## config.mk

```make
export PLATFORM = sky130hd
export DESIGN_NAME = tta_regs
export DESIGN_NICKNAME = d
export VERILOG_FILES = /design/src/rtl/thermistor_temperature_averager_core_macros.svh /design/src/rtl/tta_regs.sv
export SDC_FILE = /design/constraint.sdc
export NUM_CORES = 1
export LEC_CHECK = 0
export BUFFER_PORTS_ARGS = -buffer_cell sky130_fd_sc_hd__buf_2
export CAP_MARGIN = 30
export CORE_MARGIN = 2
export CORE_UTILIZATION = 49
export DETAILED_ROUTE_END_ITERATION = 10
export GPL_TIMING_DRIVEN = 0
export PLACE_DENSITY_LB_ADDON = 0.1
export SYNTH_ARGS = -nofsm -noshare
export SYNTH_HDL_FRONTEND = slang
export SYNTH_SLANG_ARGS = --single-unit
```

## constraint.sdc

```tcl
create_clock -name clk -period 1.5 [get_ports clk]
set_input_delay 0.075 -clock clk [delete_from_list [all_inputs] [get_ports clk]]
set_output_delay 0.075 -clock clk [all_outputs]
set_load 0.05 [all_outputs]
```

## src/rtl/thermistor_temperature_averager_core_macros.svh

```systemverilog
// Assertion macros for the thermistor temperature averager.
// Included by the modules that carry concurrent checks; no other dependencies.
`ifndef THERMISTOR_TEMPERATURE_AVERAGER_CORE_MACROS_SVH
`define THERMISTOR_TEMPERATURE_AVERAGER_CORE_MACROS_SVH
`ifndef SYNTHESIS
`define AST_ALWAYS(lbl, clk, rst, prop) \
  lbl: assert property (@(posedge clk) disable iff (rst) (prop)) else $error("assertion failed");
`define AST_NOW(lbl, clk, rst, ante, cons) \
  lbl: assert property (@(posedge clk) disable iff (rst) (ante) |-> (cons)) \
    else $error("assertion failed");
`define AST_NEXT(lbl, clk, rst, ante, cons) \
  lbl: assert property (@(posedge clk) disable iff (rst) (ante) |=> (cons)) \
    else $error("assertion failed");
`else
`define AST_ALWAYS(lbl, clk, rst, prop)
`define AST_NOW(lbl, clk, rst, ante, cons)
`define AST_NEXT(lbl, clk, rst, ante, cons)
`endif
`endif

```

## src/rtl/tta_regs.sv

```systemverilog
// APB-style configuration registers: series resistor and Steinhart-Hart coefficients.
// Depends on nothing but the clock and reset.
module tta_regs (
  input  logic               clk,
  input  logic               rst,
  input  logic               psel,
  input  logic               penable,
  input  logic               pwrite,
  input  logic [4:0]         paddr,
  input  logic [63:0]        pwdata,
  output logic [63:0]        prdata,
  output logic               pready,
  output logic [15:0]        series_resistance,
  output logic signed [47:0] coef_a,
  output logic signed [47:0] coef_b,
  output logic signed [47:0] coef_c
);

  localparam logic [1:0] REG_RS = 2'd0;
  localparam logic [1:0] REG_A  = 2'd1;
  localparam logic [1:0] REG_B  = 2'd2;
  localparam logic [1:0] REG_C  = 2'd3;

  logic wr;

  assign pready = 1'b1;
  assign wr     = psel && penable && pwrite;

  always_ff @(posedge clk) begin
    if (rst) begin
      series_resistance <= 16'd10000;
      coef_a            <= 48'sd284078486000;
      coef_b            <= 48'sd66946000000;
      coef_c            <= 48'sd56835500;
    end else if (wr) begin
      case (paddr[4:3])
        REG_RS:  series_resistance <= pwdata[15:0];
        REG_A:   coef_a            <= pwdata[47:0];
        REG_B:   coef_b            <= pwdata[47:0];
        REG_C:   coef_c            <= pwdata[47:0];
        default: ;
      endcase
    end
  end

  always_comb begin
    case (paddr[4:3])
      REG_RS:  prdata = {48'd0, series_resistance};
      REG_A:   prdata = {16'd0, coef_a};
      REG_B:   prdata = {16'd0, coef_b};
      REG_C:   prdata = {16'd0, coef_c};
      default: prdata = 64'd0;
    endcase
  end

endmodule

```

======== Word level (Yosys, flattened, before mapping) ========
Index checks and enable logic that the tools add are counted.
operators by class
  reduce and logical (&&, ||, !) cells .... 7
  eq/ne operators ......................... 3
  muxes and demuxes ....................... 1
operators by type and width
  cell                                            number
  one-hot mux 64 bit (4 select lines)             1
  AND reduction 2 bit                             4
  == test 2 bit (second input constant)           2
  == test 2 x 1 -> 1 bit (second input constant)  1
  logical AND 1 bit                               2
  zero test 2 bit                                 1
word-level totals
  input port bits ......................... 74
  logic and storage cells ................. 15
  register bits ........................... 160

======== Logic depth before layout (Yosys ltp) ========
  depth after elaboration ................. 3
  depth in mapped cells ................... 7
  depth with buffers taken out ............ 3

======== Least setup slack after synthesis ========
OpenSTA, ideal clock, no wires.
  path kind ............................... register to output
  start ................................... reg coef_c[18]
  end ..................................... out prdata[18]
  cell stages (with the launch flop) ...... 3
  arrival ................................. 1.287 ns
  data required time ...................... 1.425 ns
  path slack .............................. 0.138 ns
  cells stage by stage .................... dfxtp_1 mux2_2 a22o_1
on the way
  cells in the longest elaborated chain, start to end .. 1
RTL lines
  item                                 line            text
  from (decl)                          tta_regs.sv:16  output logic signed [47:0] coef_c
  from (signal assigned)               tta_regs.sv:40  REG_C: coef_c <= pwdata[47:0];
  one-hot mux 64 bit (4 select lines)  tta_regs.sv:47  case (paddr[4:3])
  to (decl)                            tta_regs.sv:11  output logic [63:0] prdata,
Every way passes these cells. The select of a mux whose other input is x is not followed.

======== Final worst setup path ========
  start ................................... reg coef_c[0]
  end ..................................... out prdata[0]
Same word-level chain as after synthesis.

==> qor.yml <==
status: "finished, violations left"
violations: "setup timing"
crit_arrival_ns: 1.43
wire_per_inst_um: 19.6
netlist_instances: 722
dr.first_iter.drc_count: 352
crit_required_ns: 1.42
clk_pin_slew_ns: 0.06
vias: 6715
syn_avg_cell_area_um2: 10.5
grt_pass1_vias: 6470
relSlewSlack: 0.518
vias_per_cell: 5.27
core_um2: 15200
final.period_utilization: 1.00
gp_congestion: 0.824
overflow: 0
finalHoldViolations: 0
clock_skew_ns: 0
slowest_delay_ns: 0.49
start_kind: "register"
fill_cells: 1202
path_cells: "mux4_2 > buf_6"
fin_crit_ns: 1.50
io_pins: 299
yosys.area.top_type: "dfxtp_1"
gr-usage-all-layers: 0.294
cts_buffer_depth: 2
synth.distinct_cells: 24
cp-end-kind: "output pin"
start_util: 0.501
fmax_mhz: 665
drt_wl_total_mm: 25.0
yosys.area.top_type_share: 0.421
drc: 0
hpwl_mm: 17.3
drt_pass1_iterations: 5
port_buffers: 259
drive_gt1_frac: 0.415
worstHoldPathType: "in -> reg"
crit_fanout: 3
grt_pass1_wl_mm: 36.5
synth_xor_area_frac: 0
finalMaxSlewViolations: 0
cts_inserted_buffers: 17
tightest_slew_ns: 0.724
synth-compound-area-share: 0.0473
yosysSeqAreaShare: 0.421
grt_max_degree: 18
synth_area_leaders: "dfxtp_1, mux2i_1, nand2b_1, mux2_2, mux4_2"
cellPowerDensity_nw_per_um2: 1010
cts_root_buf: "clkbuf_16"
power.leakage_nw: 5.17
totalPowerFinal_mw: 10.8
syn_area_um2: 7610
clkLatencyLatePin_ns: 0.43
antenna_found_initial: 0
setup_viol: 3
layout_setup_ws_ns: -0.00323
area_growth_pct: 41.1
rows: 45
nNetsFinal: 1148
whs_ns: 0.0219
drtAntennaViolNets: 0
die_y_um: 129
cts_sinks: 160
finalSetupTns_ns: -0.00617
cpMaxStageDelayCell: "mux4_2"
diodes: 0
crit_type: "reg -> out"
ir_drop_mv: 0.984
synth_seq_cells: 160
rsz0062_at_grt: "yes"
htreeDepth: 4
yosys.area_share.simple: 0.176
die_w_um: 129
die_area_um2: 16500
synth_top_family_by_area: "multiplexers"
synthAdderAreaFrac: 0
ys_warn_count: 0
cts_tree: "done"
maxCapViolCount: 0
synth.area.mux_share: 0.296
cell usage after synthesis:
cell type,n
a22o_1,32
nand3b_1,1
nand3_1,5
and2_4,1
buf_6,6
mux2_2,32
nor2b_4,1
buf_2,23
nor3b_1,1
nand2_2,1
mux4_2,16
nor2_1,75
clkbuf_1,22
conb_1,2
or3_1,1
nor3_4,1
nand2b_1,148
and3_1,6
buf_4,25
dfxtp_1,160
mux2i_1,153
a211o_1,4
a21bo_2,3
a21oi_1,3
metal layers:
metal | up-vias | routed length [um] | track usage
li1 | 3156 | - | -
met1 | 3244 | 10400 | 0.365
met2 | 266 | 12200 | 0.504
met3 | 49 | 1730 | 0.0644
met4 | 0 | 641 | 0.110
met5 | - | 0 | 0
state kept, by name, summed over array words and instances (netlist names):
name,flops
coef_a,48
coef_b,48
coef_c,48
series_resistance,16
worst max-delay path: cells and delay by family, from the launching register on:
| family | cells | cell delay, ns |
|---|---|---|
| buf+inv | 1 | 0.17 |
| flops | 1 | 0.33 |
| mux | 1 | 0.49 |
power by group:
group | total [mW] | switching (mW) | internal, mW | leakage, nW
logic | 1.62 | 1.02 | 0.600 | 3.56
clock network | 4.82 | 1.83 | 2.99 | 0.312
registers | 4.35 | 0.0478 | 4.31 | 1.29
final cells by class:
cell class                 count  area [um^2]  share of cell area
buffer                        75          465              0.0433
clock buffer                  18          439              0.0409
clock inverter                14          214              0.0199
multi-input combinational    501         4020               0.374
sequential                   160         3250               0.302
tap                          188          235              0.0219
timing repair buffer         319         2120               0.198
cell families (layout without fill, tap and decap cells):
kind of cell / Yosys count / count (layout)
AO/OA/AOI/OAI: 42 / 42
other: 2 / 17
AND/OR/NAND/NOR: 241 / 241
buffers and inverters: 76 / 426
flip-flops: 160 / 160
multiplexers: 201 / 201
worst paths after layout:
| path | from | slack, ns | depth (start not counted) | end |
|---|---|---|---|---|
| min | pwdata[6] | 0.02 | 3 | coef_a[6] |
| min reg2reg | coef_a[14] | 0.48 | 2 | coef_a[14] |
| max | coef_c[0] | -0.003 | 2 | prdata[0] |
| max reg2reg | coef_c[2] | 0.64 | 4 | coef_c[2] |
per-stage QoR:
| step | setup WS [ns] | std cells | utilization | cell area [um^2] |
|---|---|---|---|---|
| after floorplan | 0.138 | 737 | - | 7670 |
| after detailed placement | -0.224 | 1184 | 0.605 | 9200 |
| after CTS | -0.00170 | 1269 | 0.692 | 10500 |
| after global placement | -0.231 | 1184 | 0.605 | 9200 |
| final | -0.00323 | 1275 | 0.707 | 10700 |
| after global routing | -0.0343 | 1275 | 0.707 | 10700 |
cells in the final DEF, fill, tap and decap left out, types with 29 or more instances in the layout:
cell type / Yosys / routed
buf_2: 23 / 235
dfxtp_2: 0 / 34
mux2_2: 32 / 31
mux2i_1: 153 / 153
a22o_1: 32 / 32
nor2_1: 75 / 75
buf_6: 6 / 29
buf_4: 25 / 50
dfxtp_1: 160 / 125
dlygate4sd3_1: 0 / 47
nand2b_1: 148 / 148
timing repair:
item                                    CTS  global route
endpoints found under the setup margin   47            41
buffers inserted                          7             6
hold buffers                             47             0
hold endpoints to repair                147             0
resized for setup                        58            91
Power figures use the tool's default switching activity.
