[src/rtl/thermistor_temperature_averager_core_macros.svh]
// Assertion macros for the thermistor temperature averager.
// Included by the modules that carry concurrent checks; no other dependencies.
`ifndef THERMISTOR_TEMPERATURE_AVERAGER_CORE_MACROS_SVH
`define THERMISTOR_TEMPERATURE_AVERAGER_CORE_MACROS_SVH
`ifndef SYNTHESIS
`define AST_ALWAYS(lbl, clk, rst, prop) \
  lbl: assert property (@(posedge clk) disable iff (rst) (prop)) else $error("assertion failed");
`define AST_NOW(lbl, clk, rst, ante, cons) \
  lbl: assert property (@(posedge clk) disable iff (rst) (ante) |-> (cons)) \
    else $error("assertion failed");
`define AST_NEXT(lbl, clk, rst, ante, cons) \
  lbl: assert property (@(posedge clk) disable iff (rst) (ante) |=> (cons)) \
    else $error("assertion failed");
`else
`define AST_ALWAYS(lbl, clk, rst, prop)
`define AST_NOW(lbl, clk, rst, ante, cons)
`define AST_NEXT(lbl, clk, rst, ante, cons)
`endif
`endif

[src/rtl/tta_pkg.sv]
// Shared types and constants for the thermistor temperature averager.
// Used by the controller, datapath and top level.
package tta_pkg;

  localparam logic [9:0]         ADC_FULL      = 10'd1023;
  localparam logic [31:0]        LN2_Q32       = 32'hB172_17F8;
  localparam logic [63:0]        HUNDRED_Q48   = 64'h0064_0000_0000_0000;
  localparam logic [16:0]        TEMP_SAT_Q    = 17'd127315;
  localparam logic signed [17:0] TEMP_MAX      = 18'sd100000;
  localparam logic signed [17:0] KELVIN_OFFSET = 18'sd27315;

  typedef enum logic [4:0] {
    OP_NONE,
    OP_LOAD,
    OP_DIV_STEP,
    OP_NORM_INIT,
    OP_NORM_STEP,
    OP_MUL_STEP,
    OP_SQ_UPDATE,
    OP_LN_DONE,
    OP_X2,
    OP_X3,
    OP_TERM_B,
    OP_TERM_C,
    OP_DIV2_INIT,
    OP_TEMP,
    OP_HIST,
    OP_AVG_INIT,
    OP_AVG,
    OP_REJECT
  } op_t;

  typedef enum logic [2:0] {
    SRC_MM,
    SRC_LN,
    SRC_XX,
    SRC_X2X,
    SRC_BX,
    SRC_CX3
  } src_t;

  typedef struct packed {
    op_t        op;
    src_t       src;
    logic [1:0] idx;
    logic       first;
  } cmd_t;

  typedef struct packed {
    logic reject;
    logic norm_done;
    logic dpos;
  } sts_t;

endpackage

[src/rtl/tta_ctrl.sv]
// Sequencer for the temperature datapath: issues one command per cycle.
// Uses tta_pkg types; drives the stream handshakes.
`include "thermistor_temperature_averager_core_macros.svh"
module tta_ctrl
  import tta_pkg::*;
(
  input  logic clk,
  input  logic rst,
  input  logic s_tvalid,
  output logic s_tready,
  output logic m_tvalid,
  input  logic m_tready,
  output cmd_t cmd,
  input  sts_t sts
);

  typedef enum logic [4:0] {
    S_IDLE,
    S_CHECK,
    S_REJECT,
    S_DIV_R,
    S_NORM_INIT,
    S_NORM,
    S_SQ_MUL,
    S_SQ_UPD,
    S_LN_MUL,
    S_LN_DONE,
    S_X2_MUL,
    S_X2_DONE,
    S_X3_MUL,
    S_X3_DONE,
    S_B_MUL,
    S_B_DONE,
    S_C_MUL,
    S_C_DONE,
    S_DIV2_INIT,
    S_DIV_T,
    S_TEMP,
    S_HIST,
    S_AVG_INIT,
    S_FINISH
  } state_t;

  state_t     state;
  logic [5:0] cnt;
  logic [4:0] sq;
  logic       out_free;
  logic       issue_out;

  assign out_free  = !m_tvalid || m_tready;
  assign issue_out = ((state == S_REJECT) || (state == S_FINISH)) && out_free;
  assign s_tready  = (state == S_IDLE);

  always_comb begin
    cmd.op    = OP_NONE;
    cmd.src   = SRC_MM;
    cmd.idx   = cnt[1:0];
    cmd.first = (cnt[1:0] == 2'd0);
    case (state)
      S_IDLE:      if (s_tvalid) cmd.op = OP_LOAD;
      S_REJECT:    if (out_free) cmd.op = OP_REJECT;
      S_DIV_R:     cmd.op = OP_DIV_STEP;
      S_NORM_INIT: cmd.op = OP_NORM_INIT;
      S_NORM:      if (!sts.norm_done) cmd.op = OP_NORM_STEP;
      S_SQ_MUL: begin
        cmd.op    = OP_MUL_STEP;
        cmd.idx   = 2'd0;
        cmd.first = 1'b1;
      end
      S_SQ_UPD:    cmd.op = OP_SQ_UPDATE;
      S_LN_MUL: begin
        cmd.op    = OP_MUL_STEP;
        cmd.src   = SRC_LN;
        cmd.idx   = 2'd0;
        cmd.first = 1'b1;
      end
      S_LN_DONE:   cmd.op = OP_LN_DONE;
      S_X2_MUL:    begin cmd.op = OP_MUL_STEP; cmd.src = SRC_XX;  end
      S_X2_DONE:   cmd.op = OP_X2;
      S_X3_MUL:    begin cmd.op = OP_MUL_STEP; cmd.src = SRC_X2X; end
      S_X3_DONE:   cmd.op = OP_X3;
      S_B_MUL:     begin cmd.op = OP_MUL_STEP; cmd.src = SRC_BX;  end
      S_B_DONE:    cmd.op = OP_TERM_B;
      S_C_MUL:     begin cmd.op = OP_MUL_STEP; cmd.src = SRC_CX3; end
      S_C_DONE:    cmd.op = OP_TERM_C;
      S_DIV2_INIT: cmd.op = OP_DIV2_INIT;
      S_DIV_T:     if (sts.dpos) cmd.op = OP_DIV_STEP;
      S_TEMP:      cmd.op = OP_TEMP;
      S_HIST:      cmd.op = OP_HIST;
      S_AVG_INIT:  cmd.op = OP_AVG_INIT;
      S_FINISH:    if (out_free) cmd.op = OP_AVG;
      default:     cmd.op = OP_NONE;
    endcase
  end

  always_ff @(posedge clk) begin
    if (rst) begin
      state    <= S_IDLE;
      cnt      <= 6'd0;
      sq       <= 5'd0;
      m_tvalid <= 1'b0;
    end else begin
      if (issue_out) begin
        m_tvalid <= 1'b1;
      end else if (m_tready) begin
        m_tvalid <= 1'b0;
      end
      case (state)
        S_IDLE:      if (s_tvalid) state <= S_CHECK;
        S_CHECK: begin
          cnt   <= 6'd0;
          state <= sts.reject ? S_REJECT : S_DIV_R;
        end
        S_REJECT:    if (out_free) state <= S_IDLE;
        S_DIV_R: begin
          cnt <= cnt + 6'd1;
          if (cnt == 6'd63) state <= S_NORM_INIT;
        end
        S_NORM_INIT: state <= S_NORM;
        S_NORM: begin
          sq <= 5'd0;
          if (sts.norm_done) state <= S_SQ_MUL;
        end
        S_SQ_MUL:    state <= S_SQ_UPD;
        S_SQ_UPD: begin
          sq    <= sq + 5'd1;
          state <= (sq == 5'd23) ? S_LN_MUL : S_SQ_MUL;
        end
        S_LN_MUL:    state <= S_LN_DONE;
        S_LN_DONE: begin
          cnt   <= 6'd0;
          state <= S_X2_MUL;
        end
        S_X2_MUL, S_X3_MUL, S_B_MUL, S_C_MUL: begin
          if (cnt[1:0] == 2'd3) begin
            cnt <= 6'd0;
            case (state)
              S_X2_MUL: state <= S_X2_DONE;
              S_X3_MUL: state <= S_X3_DONE;
              S_B_MUL:  state <= S_B_DONE;
              default:  state <= S_C_DONE;
            endcase
          end else begin
            cnt <= cnt + 6'd1;
          end
        end
        S_X2_DONE:   state <= S_X3_MUL;
        S_X3_DONE:   state <= S_B_MUL;
        S_B_DONE:    state <= S_C_MUL;
        S_C_DONE:    state <= S_DIV2_INIT;
        S_DIV2_INIT: begin
          cnt   <= 6'd0;
          state <= S_DIV_T;
        end
        S_DIV_T: begin
          if (!sts.dpos) begin
            cnt   <= 6'd0;
            state <= S_TEMP;
          end else begin
            cnt <= cnt + 6'd1;
            if (cnt == 6'd63) state <= S_TEMP;
          end
        end
        S_TEMP:      state <= S_HIST;
        S_HIST:      state <= S_AVG_INIT;
        S_AVG_INIT: begin
          cnt   <= 6'd0;
          state <= S_FINISH;
        end
        S_FINISH:    if (out_free) state <= S_IDLE;
        default:     state <= S_IDLE;
      endcase
    end
  end

  `AST_NEXT(a_accept_busy, clk, rst, s_tvalid && s_tready, !s_tready)
  `AST_NOW(a_out_free, clk, rst, (cmd.op == OP_AVG) || (cmd.op == OP_REJECT), out_free)
  `AST_NOW(a_load_idle, clk, rst, cmd.op == OP_LOAD, s_tready && s_tvalid)

endmodule

[config.mk]
export PLATFORM = sky130hd
export DESIGN_NAME = tta_ctrl
export DESIGN_NICKNAME = d
export VERILOG_FILES = /design/src/rtl/tta_pkg.sv /design/src/rtl/tta_ctrl.sv
export VERILOG_INCLUDE_DIRS = /design/src /design/src/rtl
export SDC_FILE = /design/constraint.sdc
export NUM_CORES = 1
export LEC_CHECK = 0
export BUFFER_PORTS_ARGS = -buffer_cell sky130_fd_sc_hd__buf_2
export CAP_MARGIN = 10
export CORE_UTILIZATION = 45
export CTS_CLUSTER_SIZE = 28
export DETAILED_ROUTE_END_ITERATION = 8
export PLACE_DENSITY = 0.61
export SYNTH_ARGS = -nofsm -noshare
export SYNTH_HDL_FRONTEND = slang
export SYNTH_SLANG_ARGS = --single-unit
[constraint.sdc]
create_clock -name clk -period 5 [get_ports clk]
set_input_delay 0.25 -clock clk [delete_from_list [all_inputs] [get_ports clk]]
set_output_delay 0.25 -clock clk [all_outputs]
set_load 0.02 [all_outputs]
**Word level (Yosys, flattened, before mapping)**

Index checks and enable logic that the tools add are counted.

- Add/sub/neg operators: 2
- Equal/unequal tests: 32
- Muxes and demuxes: 25
- Reductions and logical operators: 15

Operator list:

| kind | number |
|---|---|
| one-hot mux 5 bit (20 select lines) | 1 |
| one-hot mux 5 bit (18 select lines) | 1 |
| == test 5 bit, second input constant | 9 |
| 2-to-1 mux 5 bit | 9 |
| == test 5 x 4 -> 1 bit, second input constant | 8 |
| one-hot mux 6 bit (4 select lines) | 1 |
| == test 5 x 3 -> 1 bit, second input constant | 4 |
| one-hot mux 3 bit (5 select lines) | 1 |
| one-hot mux 5 bit (3 select lines) | 1 |
| 2-to-1 mux 6 bit | 2 |
| == test 5 x 2 -> 1 bit, second input constant | 2 |
| one-hot mux 5 bit (2 select lines) | 1 |
| inequality test 2 bit, second input constant | 4 |
| OR reduction 4 bit | 2 |
| adder 6 x 1 -> 6 bit, second input constant | 1 |
| == test 6 bit, second input constant | 1 |
| 2-to-1 mux 3 bit | 2 |
| AND reduction 6 bit | 1 |
| OR reduction 6 bit | 1 |
| adder 5 x 1 -> 5 bit, second input constant | 1 |
| == test 5 x 1 -> 1 bit, second input constant | 1 |
| logical NOT 5 bit | 1 |
| 2-to-1 mux 1 bit | 4 |
| 2-to-1 mux 4 bit | 1 |
| 11 further kinds | 14 |

- Output and inout bits: 13
- Bits of input ports: 7
- Logic and storage cells: 78
- Register bits after elaboration: 17

**Longest topological paths before layout**

Gate-level depths: netlist (run 1).

- Depth in word-level cells: 4
- Mapped depth: 7
- Mapped depth without buffers: 6

**Worst setup path after synthesis (run 1)**

OpenSTA, ideal clock, no wires.

- Path type: register to register
- Start: reg state[2]
- End: reg state[1]
- Slack: 2961 ps
- Data arrival time: 1916 ps
- Library setup time: 123 ps
- Cell stages (with the launch flop): 6
- Data required time: 4877 ps
- Clock period less this slack: 2039 ps
- Buffers on the path: 0
- Path through: dfxtp_1 -> or2_2 -> nor4_1 -> o2bb2ai_1 -> nor3_2 -> mux2_1

- Elaborated cells on any way between the ends: 36
- Classes of those cells: 29 x eq/ne; 3 x mux; 4 x reduce/logical

RTL lines:

| element | line | source |
|---|---|---|
| start, declared | tta_ctrl.sv:44 | `state_t state;` |
| start signal, assigned | tta_ctrl.sv:112 | `state <= sts.reject ? S_REJECT : S_DIV_R;` |
| start signal, assigned | tta_ctrl.sv:127 | `state <= (sq == 5'd23) ? S_LN_MUL : S_SQ_MUL;` |
| logical NOT 5 bit * | n/a |  |
| named net s_tready | tta_ctrl.sv:10 | `output logic s_tready,` |
| inequality test 2 bit (no source line) | n/a |  |
| AND reduction 6 bit (no source line) | n/a |  |

Mark *: on every way through the listed nets, which the timed path passes. The rest lies on a longest branch. The select of a mux whose other input is x is not followed.
A chain may end at the register's enable or synchronous reset.

==> metrics.md, run 1 <==
| Metric | Value |
|---|---|
| Synth warn | `0` |
| Clk Latency, worst-skew pair | `0.30 ns` |
| Synth cell types | `47` |
| Worst vdd ir | `0.000225 V` |
| DR vias | `1373` |
| Fin nets | `214` |
| CP max FO | `33` |
| Clk root buf | `clkbuf_4` |
| # setup viols final | `0` |
| Clock share of power | `14.3%` |
| Switching portion of total power | `46.0%` |
| Register area share after synthesis | `23.7%` |
| Hold Violations, Final | `0` |
| Syn_area_per_cell | `7.40 um2` |
| First-pass GRT wire length | `5.60 mm` |
| Max frequency | `372 MHz` |
| CTS sink cnt | `17` |
| Hold depth | `3` |
| Quantity of hold-fixing buffers added after cts | `0` |
| Post-CTS sizing | `0` |
| Tot Pwr | `0.543 mW` |
| Drt drc | `0` |
| Initial core utilization | `47.4%` |
| Placed wire-length estimate | `2.26 mm` |
| Commonest cells in the synthesized netlist | `a21oi_1, dfxtp_1, nor2_1` |
| Synth-to-Final Area Change | `6.45%` |
| Routed length per instance | `12.7 um` |
| Clk pin slew, worst setup/hold paths | `0.10 ns` |
| Post-synth EDFFs | `0` |
| Core ar. | `0.00303 mm2` |
| Crit path to | `cmd[0]` |
| Share of cells above drive strength 1 | `13.9%` |
| Initial DRC count | `166` |
| Most common flop cell mapped by yosys | `dfxtp_1` |
| Top-count cell post-synth | `a21oi_1` |
| R2r setup slk | `2.49 ns` |
| Post-route setup TNS | `0 ns` |
| Mapped Area | `0.00144 mm2` |
| Synth Instances | `194` |
| Crit path DAT | `2.44 ns` |
| Minimum clock period | `2.69 ns` |
| Num ports | `20` |
| Post-synthesis async set-or-reset flop share | `0%` |
| Comb power frac | `45.0%` |
| Global placer's final weighted congestion | `0.842` |
| Max-slew violations | `0` |
| Slew @ Worst Pin | `1.10 ns` |
| Seq cells post-synth | `17` |
| Total wire length | `3.13 mm` |
| P_sw | `0.250 mW` |
| Vias/cell | `5.58` |
| Status | `finished, final reports clean` |
| Crit share post-route | `53.8%` |
| Start of the worst register-to-register path | `state[1]` |
| Initial antenna violation count | `0` |
| HP Class | `in -> reg` |
| Remaining Overflow, GRT | `0` |
| Routed Antenna Nets | `0` |
| Die area | `0.00342 mm2` |
| Relative slew margins | `26.5%` |
| Req. time, crit path | `4.75 ns` |
| # port buffers | `19` |
| Syn nets | `205` |
| Drt first pass iters | `4` |
| Endpoint class of the critical path | `primary output` |
| H-Tree Depth | `1` |
| CTS tree | `yes` |
| Skew final | `0.000693 ns` |
| Post-CTS setup buffers | `0` |
| Worst reg2reg path depth | `5` |
| ANT cells | `0` |
| # Max-Cap Violations | `0` |
| CP startpoint | `state[1]` |
| Total Routing Usage GR | `20.9%` |
| Vias in the first global route | `1281` |
| Largest area contributor in the netlist | `dfxtp_1` |
| FP Rows | `20` |
| RSZ-0062 raised after global routing | `no` |
| Worst Setup Start Kind | `flop` |
| Die height | `58.5 um` |
| Leak | `0.571 nW` |
| Post-synth top area share | `23.7%` |
| PwrDens | `356 mW/mm2` |
| Chip width | `58.5 um` |
| Sequential fraction of design power | `40.7%` |
| Inserted Clock Buffers | `3` |
| Critical path class | `reg -> out` |
| Ranking of synthesized cells by area | `dfxtp_1, a21oi_1, o21ai_0` |
| Reg2reg end | `cnt[5]` |
| Clock Tree Buf Depth | `2` |
| Internal | `0.294 mW` |
| Largest net degree at the start of global routing | `34` |
==> power groups by stage <==
stage	Clock (mW)	Combinational, mW	Sequential [mW]
6_report	0.0777	0.245	0.221
5_1_grt	0.0891	0.278	0.230
4_1_cts	0.0820	0.248	0.219
3_5_place_dp	0	0.247	0.222
3_3_place_gp	0	0.242	0.220
2_1_floorplan	0	0.245	0.173
==> state kept, by name, indices dropped and copies added, names as in the netlist <==
name	count
m_tvalid	1
cnt	6
sq	5
state	5
==> metal layers <==
layer | GRT usage (%) | up-vias | routed length [um]
li1 | - | 720 | -
met1 | 28.7 | 616 | 1510
met2 | 31.2 | 31 | 1430
met3 | 4.84 | 6 | 118
met4 | 9.52 | 0 | 59
met5 | 0 | - | 0
==> worst max-delay path, stage by stage, from the launching register on <==
cell,delay [ns]
dfxtp_1,1.07
nor2_1,0.23
mux2i_1,0.26
nor3_1,0.10
or2_2,0.32
buf_2,0.16
==> worst min path at each step <==
stage | slack, ns | start | to
3_3_place_gp | 0.46 | cnt[5] | cnt[5]
4_1_cts | 0.25 | m_tready | m_tvalid
6_report | 0.25 | m_tready | m_tvalid
5_1_grt | 0.26 | m_tready | m_tvalid
2_1_floorplan | 0.43 | rst | state[0]
3_5_place_dp | 0.49 | sq[1] | sq[1]
==> cells by family after synthesis <==
kind of cell             after synthesis  share of synthesized area [%]
AO/OA/AOI/OAI                         57                           25.1
XOR/XNOR                               4                           2.96
adder cells (fa/ha/maj)                4                           3.49
buffers and inverters                 24                           8.46
flip-flops                            17                           23.7
multiplexers                           8                           5.75
AND/OR/NAND/NOR                       80                           30.5
==> stage by stage <==
step	cell area [um2]	util (%)	hold slack [ns]	setup WS, ns	cells
final	1530	50.5	0.254	2.31	246
after global routing	1530	50.5	0.263	2.10	246
after CTS	1530	50.5	0.247	2.34	246
after detailed placement	1500	49.5	0.486	2.53	242
after global placement	1500	49.5	0.461	2.60	242
after floorplan	1440	-	0.430	2.96	194
==> area by class of cell <==
cell class | instances | area (um2)
timing repair buffer | 19 | 95.1
sequential | 17 | 340
multi-input combinational | 153 | 973
clock inverter | 1 | 7.51
fill | 302 | 1500
tap | 44 | 55.1
clock buffer | 3 | 22.5
inverter | 9 | 33.8
==> placed cells by master (no fill, tap or decap), drive strengths merged, types with 4 or more instances in the layout <==
cell,Yosys,final
nand2b,7,7
buf,12,19
dfxtp,17,17
nor2b,8,8
nand2,10,10
o21ai,15,15
inv,9,9
nand3,8,8
nor3,11,11
ha,4,4
nor2,16,16
mux2i,6,6
a21oi,19,19
Power figures use the tool's default switching activity.
==> inputs of run 2 (changes only) <==
- clock period: 5 -> 2.71 ns (I/O delays scaled with it)
==> metrics.md, run 2 (synthesized netlist as in run 1, its figures left out) <==
| Metric | Value |
|---|---|
| Status | `finished, final reports clean` |
| First-pass GRT wire length | `5.78 mm` |
| WP depth | `5` |
| Critical path class | `reg -> reg` |
| # Max-Cap Violations | `0` |
| PwrDens | `657 mW/mm2` |
| Drt drc | `0` |
| Global placer's final weighted congestion | `0.896` |
| P_sw | `0.470 mW` |
| Routed length per instance | `13.2 um` |
| Vias in the first global route | `1347` |
| Drt first pass iters | `4` |
| Most frequent cells in the layout | `a21oi_1, buf_2, dfxtp_1` |
| Crit path DAT | `2.55 ns` |
| Internal | `0.561 mW` |
| Post-CTS setup buffers | `0` |
| HP Class | `in -> reg` |
| Crit share post-route | `85.5%` |
| CTS sink cnt | `17` |
| Die area | `0.00342 mm2` |
| Clock share of power | `13.8%` |
| Biggest register | `cnt` |
| DR vias | `1447` |
| CP max FO | `22` |
| Skew final | `0.00814 ns` |
| Switching portion of total power | `45.6%` |
| Num ports | `20` |
| # setup viols final | `0` |
| Placed wire-length estimate | `2.45 mm` |
| Placed Area | `0.00154 mm2` |
| Initial core utilization | `47.4%` |
| R2r setup slk | `0.39 ns` |
| CP startpoint | `state[3]` |
| Die height | `58.5 um` |
| Start of the worst register-to-register path | `state[3]` |
| Largest register FFs | `6` |
| Minimum clock period | `2.32 ns` |
| Relative slew margins | `49.0%` |
| Total wire length | `3.32 mm` |
| Tot Pwr | `1.03 mW` |
| Leak | `0.605 nW` |
| Worst Setup Start Kind | `flop` |
| Utilization after layout | `51.9%` |
| Total Routing Usage GR | `21.5%` |
| # port buffers | `19` |
| Sequential fraction of design power | `34.8%` |
| CTS tree | `yes` |
| ANT cells | `0` |
| Worst reg2reg path depth | `5` |
| Req. time, crit path | `2.94 ns` |
| Largest registers | `cnt: 6 flops, sq: 5 flops, state: 5 flops` |
| Post-route setup TNS | `0 ns` |
| Clk Latency, worst-skew pair | `0.30 ns` |
| Quantity of hold-fixing buffers added after cts | `0` |
| Post-CTS sizing | `0` |
| Slew @ Worst Pin | `0.763 ns` |
| RSZ-0062 raised after global routing | `no` |
| CP max-delay cell | `dfxtp_1` |
| H-Tree Depth | `1` |
| CP bufs+invs | `0` |
| Fin nets | `220` |
| Max frequency | `431 MHz` |
| Endpoint class of the critical path | `flop` |
| Reg2reg end | `cnt[5]` |
| Crit path to | `cnt[5]` |
| Initial DRC count | `87` |
| Chip width | `58.5 um` |
| Vias/cell | `5.74` |
| Core ar. | `0.00303 mm2` |
| Clk root buf | `clkbuf_4` |
| Hold Violations, Final | `0` |
| Final instance area | `0.00157 mm2` |
| Clock Tree Buf Depth | `2` |
| Initial antenna violation count | `0` |
| Max-slew violations | `0` |
| Share of cells above drive strength 1 | `16.3%` |
| CP top delay family | `flip-flops` |
| Critical-path cell list | `and2b_1 -> a22oi_1 -> o22a_1 -> or4_1 -> a21oi_1` |
| Comb power frac | `51.4%` |
| Routed Antenna Nets | `0` |
| Clk pin slew, worst setup/hold paths | `0.11 ns` |
| Remaining Overflow, GRT | `0` |
| Inserted Clock Buffers | `3` |
| FP Rows | `20` |
| Synth-to-Final Area Change | `9.42%` |
| Worst vdd ir | `0.000363 V` |
| Worst stage delay on the critical path | `0.83 ns` |
| Largest net degree at the start of global routing | `25` |
[run 2: cell count changes in the layout (fill, tap and decap cells not counted)]
cell and change:
buf_4 +6, clkinv_2 +1, clkinvlp_4 -1
[run 2: power by group through the flow]
stage	combinational, mW	sequential [mW]	clock, mW
after floorplan	0.452	0.319	0
after global placement	0.521	0.363	0
after detailed placement	0.532	0.363	0
after CTS	0.534	0.358	0.151
after global routing	0.596	0.368	0.161
final	0.530	0.359	0.142
[run 2: worst min-delay path by stage]
stage / from / to / slack [ns] / cells past startpoint
2_1_floorplan: rst / state[0] / 0.32 / 2
3_3_place_gp: m_tready / m_tvalid / 0.44 / 3
3_5_place_dp: m_tready / m_tvalid / 0.45 / 3
4_1_cts: m_tready / m_tvalid / 0.12 / 3
5_1_grt: m_tready / m_tvalid / 0.13 / 3
6_report: m_tready / m_tvalid / 0.13 / 3
[run 2: per-layer routing]
layer  track usage (%)  vias up  part of all wire [%]
met5                 0        -                     0
met4              7.82        0                   1.5
met1              26.8      684                    48
met3              4.40        6                   3.2
met2              36.6       24                    47
li1                  -      733                     -
[run 2: final cells by class]
type,count,area [um2]
repair buffers,25,140
multi-input cells,153,973
flip-flops and latches,17,340
clock buffers,3,22.5
well taps,44,55.1
fillers,308,1460
inverters,9,33.8
clock inverters,1,5.00
[run 2: worst min-delay path, cell delays in order]
cell	delay, ns
buf_2	0.08
nand2b_1	0.11
a21oi_1	0.06
[run 2: through the flow]
stage,std cells,hold WS [ns],worst slack [ns]
global route,252,0.127,0.194
finish,252,0.132,0.392
global placement,248,0.444,0.512
CTS,252,0.121,0.411
detailed placement,248,0.451,0.429
floorplan,194,0.316,0.671
